===== src/sv/r32s_pkg.sv =====
// Shared constants, opcodes and stage structs of the rv32 subset core.
// No dependencies; the core, exec and lsu files use it by scoped names.
package r32s_pkg;

  localparam int XLEN       = 32;
  localparam int RIDX_W     = 5;
  localparam int NREG       = 32;
  localparam int DMEM_BYTES = 4096;   // power of two, at least 16
  localparam int DADDR_W    = $clog2(DMEM_BYTES);
  localparam int LANES      = 4;
  localparam int ROWS       = DMEM_BYTES / LANES;
  localparam int ROW_W      = DADDR_W - 2;

  localparam int IN_W       = 32;
  localparam int OUT_W      = 136;
  localparam int OUT_USER_W = 3;

  localparam logic [6:0] OPC_HALT = 7'h00;
  localparam logic [6:0] OPC_R    = 7'h33;
  localparam logic [6:0] OPC_I    = 7'h13;
  localparam logic [6:0] OPC_LW   = 7'h03;
  localparam logic [6:0] OPC_SW   = 7'h23;
  localparam logic [6:0] OPC_JALR = 7'h67;
  localparam logic [6:0] OPC_BR   = 7'h63;

  localparam logic [2:0] F3_ADD  = 3'd0;
  localparam logic [2:0] F3_XOR  = 3'd4;
  localparam logic [2:0] F3_SRA  = 3'd5;
  localparam logic [2:0] F3_ANDI = 3'd7;
  localparam logic [2:0] F3_WORD = 3'd2;
  localparam logic [2:0] F3_JALR = 3'd0;
  localparam logic [2:0] F3_BLT  = 3'd4;

  localparam logic [6:0] F7_BASE = 7'h00;
  localparam logic [6:0] F7_ALT  = 7'h20;

  localparam logic [RIDX_W-1:0] REG_A0 = 5'd10;
  localparam logic [RIDX_W-1:0] REG_A1 = 5'd11;

  // execute stage result
  typedef struct packed {
    logic                halted;
    logic                illegal;
    logic                wb;
    logic                ld;
    logic                st;
    logic [RIDX_W-1:0]   rd;
    logic [XLEN-1:0]     val;
    logic [DADDR_W-1:0]  addr;
    logic [XLEN-1:0]     sdata;
    logic [XLEN-1:0]     npc;
  } ex_res_t;

  // data memory request from the execute stage
  typedef struct packed {
    logic               st;
    logic [DADDR_W-1:0] addr;
    logic [XLEN-1:0]    sdata;
  } mem_req_t;

  // memory stage contents
  typedef struct packed {
    logic              halted;
    logic              illegal;
    logic              wb;
    logic              ld;
    logic [RIDX_W-1:0] rd;
    logic [XLEN-1:0]   val;
    logic [XLEN-1:0]   npc;
  } m_stage_t;

endpackage


===== src/sv/r32s_exec.sv =====
// Decode and execute logic: immediates, ALU, branch and jump targets.
// Depends on r32s_pkg.
module r32s_exec (
  input  logic [r32s_pkg::XLEN-1:0] instr,
  input  logic [r32s_pkg::XLEN-1:0] pc,
  input  logic [r32s_pkg::XLEN-1:0] op_a,
  input  logic [r32s_pkg::XLEN-1:0] op_b,
  output r32s_pkg::ex_res_t         res
);

  always_comb begin
    logic [6:0]                  opc;
    logic [2:0]                  f3;
    logic [6:0]                  f7;
    logic [r32s_pkg::RIDX_W-1:0] rd;
    logic [r32s_pkg::XLEN-1:0]   imm_i;
    logic [r32s_pkg::XLEN-1:0]   imm_s;
    logic [r32s_pkg::XLEN-1:0]   imm_b;
    logic [r32s_pkg::XLEN-1:0]   sum_i;
    logic [r32s_pkg::XLEN-1:0]   sum_s;
    logic [r32s_pkg::XLEN-1:0]   pc4;
    logic [r32s_pkg::XLEN-1:0]   val;
    logic                        wr;

    opc   = instr[6:0];
    f3    = instr[14:12];
    f7    = instr[31:25];
    rd    = instr[11:7];
    imm_i = {{20{instr[31]}}, instr[31:20]};
    imm_s = {{20{instr[31]}}, instr[31:25], instr[11:7]};
    imm_b = {{20{instr[31]}}, instr[7], instr[30:25], instr[11:8], 1'b0};
    sum_i = op_a + imm_i;
    sum_s = op_a + imm_s;
    pc4   = pc + 32'd4;
    val   = '0;
    wr    = 1'b0;

    res         = '0;
    res.npc     = pc4;
    res.sdata   = op_b;

    case (opc)
      r32s_pkg::OPC_HALT: begin
        res.halted = 1'b1;
        res.npc    = pc;
      end
      r32s_pkg::OPC_R: begin
        wr = 1'b1;
        if (f3 == r32s_pkg::F3_ADD && f7 == r32s_pkg::F7_BASE) begin
          val = op_a + op_b;
        end else if (f3 == r32s_pkg::F3_ADD && f7 == r32s_pkg::F7_ALT) begin
          val = op_a - op_b;
        end else if (f3 == r32s_pkg::F3_XOR && f7 == r32s_pkg::F7_BASE) begin
          val = op_a ^ op_b;
        end else if (f3 == r32s_pkg::F3_SRA && f7 == r32s_pkg::F7_ALT) begin
          val = $unsigned($signed(op_a) >>> op_b[4:0]);
        end else begin
          wr          = 1'b0;
          res.illegal = 1'b1;
        end
      end
      r32s_pkg::OPC_I: begin
        if (f3 == r32s_pkg::F3_ADD) begin
          wr  = 1'b1;
          val = sum_i;
        end else if (f3 == r32s_pkg::F3_ANDI) begin
          wr  = 1'b1;
          val = op_a & imm_i;
        end else begin
          res.illegal = 1'b1;
        end
      end
      r32s_pkg::OPC_LW: begin
        if (f3 == r32s_pkg::F3_WORD) begin
          wr     = 1'b1;
          res.ld = 1'b1;
        end else begin
          res.illegal = 1'b1;
        end
      end
      r32s_pkg::OPC_SW: begin
        if (f3 == r32s_pkg::F3_WORD) begin
          res.st = 1'b1;
        end else begin
          res.illegal = 1'b1;
        end
      end
      r32s_pkg::OPC_JALR: begin
        if (f3 == r32s_pkg::F3_JALR) begin
          wr      = 1'b1;
          val     = pc4;
          res.npc = {sum_i[r32s_pkg::XLEN-1:1], 1'b0};
        end else begin
          res.illegal = 1'b1;
        end
      end
      r32s_pkg::OPC_BR: begin
        if (f3 == r32s_pkg::F3_BLT) begin
          if ($signed(op_a) < $signed(op_b)) begin
            res.npc = pc + imm_b;
          end
        end else begin
          res.illegal = 1'b1;
        end
      end
      default: begin
        res.illegal = 1'b1;
      end
    endcase

    // drop writes to x0
    res.wb   = wr && (rd != '0);
    res.rd   = res.wb ? rd : '0;
    res.val  = res.wb ? val : '0;
    res.addr = res.st ? sum_s[r32s_pkg::DADDR_W-1:0] : sum_i[r32s_pkg::DADDR_W-1:0];
  end

endmodule


===== config.mk =====
export PLATFORM = sky130hd
export DESIGN_NAME = r32s_exec
export DESIGN_NICKNAME = d
export VERILOG_FILES = /design/src/sv/r32s_pkg.sv /design/src/sv/r32s_exec.sv
export SDC_FILE = /design/constraint.sdc
export NUM_CORES = 1
export LEC_CHECK = 0
export BUFFER_PORTS_ARGS = -buffer_cell sky130_fd_sc_hd__buf_4
export CAP_MARGIN = 20
export CORE_MARGIN = 2
export CORE_UTILIZATION = 35
export DETAILED_ROUTE_END_ITERATION = 12
export PLACE_DENSITY_LB_ADDON = 0.25
export SLEW_MARGIN = 20
export SYNTH_ARGS = -nofsm -noshare
export SYNTH_HDL_FRONTEND = slang
export SYNTH_SLANG_ARGS = --single-unit

===== constraint.sdc =====
create_clock -name vclk -period 5.3
set_input_delay 0.265 -clock vclk [all_inputs]
set_output_delay 0.265 -clock vclk [all_outputs]
set_load 0.01 [all_outputs]

==> results.ini, run 1 <==
[sta]
finalSetupViolCount=0
min_period_ps=4560
min_period_over_period=0.860
max_freq_ghz=0.219
hold_viol_final=0
grt_setup_unrepaired=false
worstMarginPinSlew_ps=982
slew_violations=0
maxSlewHeadroom=0.341
tns_ps=0

[routing]
vias=15300
wl_per_cell_um=21.1
drtAntennaViolNets=0
drc=0
dr.pass1.iters=6
vias_per_cell=6.11
routed_wl_um=52900
drt_iter0_drc=1542

[setup_path]
end_kind=output pin
start_kind=primary input
required_ps=5040
worstPathMaxFanout=27
arrival_ps=4290
startpoint=op_b[4]
crit_type=primary input to output pin

[layout]
nets=2316
area_growth_pct=15.6
fin_util=0.410
fillCellCount=3818
regArea_um2=0
nFlopsAndLatches=0
nClkBuffers=0
drive_above_1_share=0.159

[synthesis]
yosys_warnings=0
ys_seq_area_frac=0
synth.distinct_cells=80
synth.area.top_cells=ha_1 (13%), a21oi_1 (9.1%), o21ai_0 (8.0%)
synth_area_leader_cell=ha_1
syn_nets=2194
syn_inst=1930
syn_area_um2=12200
avgSynthCellArea_um2=6.33
synth_top_cell_area_share=0.134

[pwr]
seq_power_share=0
p_sw_uw=843
clockPowerShare=0
p_comb_frac=1.000
switching_share=0.601
p_int_uw=559
peakVddDrop_mv=0.0546
power_mw=1.40
p_per_area_nw_per_um2=99.2
power.leakage_nw=6.02

[floorplanning]
io-pin-count=246
die_x_um=191
core_um2=34500
die_area_um2=36400
dieHeight_um=191
row_count=68
initial_core_util=0.354

[run_status]
status=finished, final reports clean

[worst_hold_path]
worstHoldStart=op_b[31]
hold_class=primary input to output pin

[placed_design]
io_buffers=241
place_congestion=0.990
post-dp-hpwl_um=43100

[clock_tree]
cts_resized=0
cts_setup_buffers=0
hold_buffers=0

[grt]
grt_first_pass_wirelength_um=80900
grt_max_degree=43
antenna_found_initial=1
grt-ovfl-total=0
grt_usage=0.277
grt_pass1_vias=14300

[run]
max_cap_violations=0

[synth_stat cells, drive strengths merged, types with 12 or more instances]
| master | n |
|---|---|
| a211oi | 27 |
| a21o | 38 |
| a21oi | 223 |
| a222oi | 18 |
| a22oi | 12 |
| a31oi | 17 |
| and3 | 25 |
| buf | 55 |
| clkbuf | 98 |
| ha | 131 |
| inv | 80 |
| mux2 | 12 |
| mux2i | 33 |
| mux4 | 16 |
| nand2 | 225 |
| nand2b | 23 |
| nand3 | 53 |
| nand4 | 25 |
| nor2 | 186 |
| nor2b | 29 |
| nor3 | 30 |
| nor4 | 15 |
| o211ai | 25 |
| o21ai | 199 |
| o21bai | 22 |
| o221ai | 12 |
| o22ai | 17 |
| o31ai | 13 |
| xnor2 | 67 |
| xor2 | 49 |
[final timing paths]
kind  slack (ps)       to  cells past startpoint
min          720  res[63]                      2
max          740  res[25]                     15
[kinds of logic (layout without fill, tap and decap cells)]
| kind of cell | Yosys count | after routing | synth area share |
|---|---|---|---|
| AO/OA/AOI/OAI | 733 | 733 | 0.380 |
| XOR/XNOR | 116 | 116 | 0.0832 |
| adder cells (fa/ha/maj) | 136 | 136 | 0.142 |
| buffers and inverters | 235 | 355 | 0.0838 |
| multiplexers | 61 | 61 | 0.0676 |
| other | 0 | 1 | 0 |
| AND/OR/NAND/NOR | 649 | 649 | 0.243 |
[metrics by stage]
stage	cell area [um2]	hold slack (ps)	cells	setup WS [ps]
2_1_floorplan	12200	594	1930	1160
4_1_cts	14100	720	2505	738
5_1_grt	14100	726	2506	435
3_3_place_gp	14100	719	2505	854
3_5_place_dp	14100	719	2505	763
6_report	14100	719	2506	744
[critical path: stages]
cell and delay (ps):
buf_4 250, inv_2 220, ha_1 430, a21o_1 240, nor2_1 130, a211oi_1 140
o311ai_1 450, and2_1 300, or2_2 190, o21ai_2 110, nor2_1 720, a21oi_1 200
a21oi_1 200, a2bb2oi_1 280, buf_4 180
[metal layers]
metal | vias to the layer above | track usage | part of all wire
met5 | - | 0 | 0
met4 | 0 | 0.0537 | 0.021
met3 | 68 | 0.0305 | 0.080
met2 | 695 | 0.460 | 0.46
met1 | 7201 | 0.387 | 0.44
li1 | 7354 | - | -
[area by class of cell]
cell class | instances | area (um2) | share of cell area
timing repair buffer | 273 | 2050 | 0.145
antenna | 1 | 2.50 | 0.000177
inverter | 82 | 308 | 0.0218
tap | 455 | 569 | 0.0403
multi-input combinational | 1695 | 11200 | 0.793
[layout by cell type, fill, tap and decap left out, types with 13 or more instances in the layout]
cell type  instances
nor3_1            29
buf_4            273
mux2i_1           33
o31ai_1           13
o21bai_1          22
xnor2_1           67
nand3_1           53
ha_1             131
nor2_1           186
nand2b_1          22
nor2b_1           29
o21ai_0          196
a222oi_1          18
nand4_1           25
xor2_1            49
a211oi_1          26
a21oi_1          223
o211ai_1          25
o22ai_1           17
inv_1             79
a31oi_1           17
a21o_1            38
nor4_1            14
and3_1            25
nand2_1          225
mux4_2            16
[power groups by stage]
stage | registers (mW) | logic, mW | clock network (mW)
floorplan | 0 | 0.924 | 0
global placement | 0 | 1.36 | 0
detailed placement | 0 | 1.37 | 0
CTS | 0 | 1.38 | 0
global route | 0 | 1.53 | 0.0000000252
finish | 0 | 1.40 | 0.0000000252
Power figures use the tool's default switching activity.
==> inputs of run 2 (changes only) <==
--- a/config.mk
+++ b/config.mk
@@ -7,6 +7,7 @@
 export LEC_CHECK = 0
 export BUFFER_PORTS_ARGS = -buffer_cell sky130_fd_sc_hd__buf_4
 export CAP_MARGIN = 20
+export CORE_ASPECT_RATIO = 1.1
 export CORE_MARGIN = 2
 export CORE_UTILIZATION = 35
 export DETAILED_ROUTE_END_ITERATION = 12
==> results.ini, run 2 (synthesized netlist as in run 1, its figures left out) <==
[grt]
antenna_found_initial=2
gr-max-usage-layer=met2
grt_use_met2=0.482
grt_max_degree=43
grt-ovfl-total=0
grt_pass1_vias=14200
grt.met1_usage=0.365
grt_first_pass_wirelength_um=80900
grt_usage=0.276
grt_use_met3=0.0196

[floorplanning]
die_x_um=182
core_um2=34300
io-pin-count=246
die_area_um2=36400
initial_core_util=0.356
row_count=71
dieHeight_um=200

[layout]
regArea_um2=0
nets=2313
mostFrequentLayoutCells=buf_4 (270), nand2_1 (225), a21oi_1 (223)
area_growth_pct=15.3
final_cells=2487
nFlopsAndLatches=0
nClkBuffers=0
drive_above_1_share=0.157
final_common_cell=buf_4

[routing]
wl_per_cell_um=21.4
vias=15500
routed_wl_um=53200
vias_per_cell=6.22
drtAntennaViolNets=0
drc=0
drt_iter0_drc=1574
dr.pass1.iters=7

[run_status]
status=finished, final reports clean

[setup_path]
worstPathMaxFanout=36
crit_type=primary input to output pin
start_kind=primary input
end_kind=output pin
arrival_ps=4330
required_ps=5040

[sta]
min_period_ps=4590
finalSetupViolCount=0
tns_ps=0
maxSlewHeadroom=0.365
grt_setup_unrepaired=false
slew_violations=0
hold_viol_final=0
max_freq_ghz=0.218
worstMarginPinSlew_ps=947
setup_slack_ps=707
min_period_over_period=0.867

[pwr]
p_int_uw=558
p_per_area_nw_per_um2=99.3
p_sw_uw=841
power.leakage_nw=6.00
clockPowerShare=0
p_comb_frac=1.000
seq_power_share=0
switching_share=0.601
peakVddDrop_mv=0.0477

[placed_design]
dp_cells=2485
dp_worst_setup_slack_ps=799
place_congestion=0.963
io_buffers=241
post-dp-hpwl_um=43200

[clock_tree]
cts_setup_buffers=0
hold_buffers=0
cts_resized=0

[worst_hold_path]
min_delay_path_depth=2
hold_class=primary input to output pin

[run]
max_cap_violations=0

-- run 2: cell count changes in the layout (fill, tap and decap cells not counted) --
cell	delta
buf_4	-3
diode_2	+1
-- run 2: final timing paths --
| check | slack [ps] | startpoint | end |
|---|---|---|---|
| setup / recovery | 710 | op_b[1] | res[99] |
| hold / removal | 720 | op_b[31] | res[63] |
-- run 2: power groups by stage --
stage	sequential, mW	combinational (mW)	clock, mW
after CTS	0	1.37	0
after global placement	0	1.36	0
after global routing	0	1.52	0.0000000505
after detailed placement	0	1.37	0
final	0	1.40	0.0000000506
after floorplan	0	0.924	0
-- run 2: critical path: stages --
cell and delay [ps]:
buf_4 360, clkinv_1 170, ha_1 350, nor2b_1 70, o311ai_1 440, nand3_1 270
a2111oi_0 550, o21ai_1 220, a21oi_1 340, o21ai_0 210, o21ai_0 240, mux2i_1 210
o21ai_0 180, a21oi_1 280, buf_4 170
-- run 2: layout make-up --
class,count,area (um2)
fill,3735,20200
multi-input combinational,1695,11200
timing repair buffer,270,2030
tap,438,548
inverter,82,308
antenna,2,5.00
-- run 2: layer usage --
metal / wire (um) / vias to the layer above
met5: 0 / -
met4: 1650 / 0
met3: 3820 / 99
met2: 25100 / 723
met1: 22600 / 7293
li1: - / 7357
-- run 2: per-stage QoR --
step                      hold WS [ps]  utilization  power [mW]  instance area (um2)
after floorplan                    594            -       0.924                12200
after global placement             720        0.411        1.36                14100
final                              720        0.411        1.40                14100
after detailed placement           720        0.411        1.37                14100
after global routing               729        0.411        1.52                14100
after CTS                          720        0.411        1.37                14100
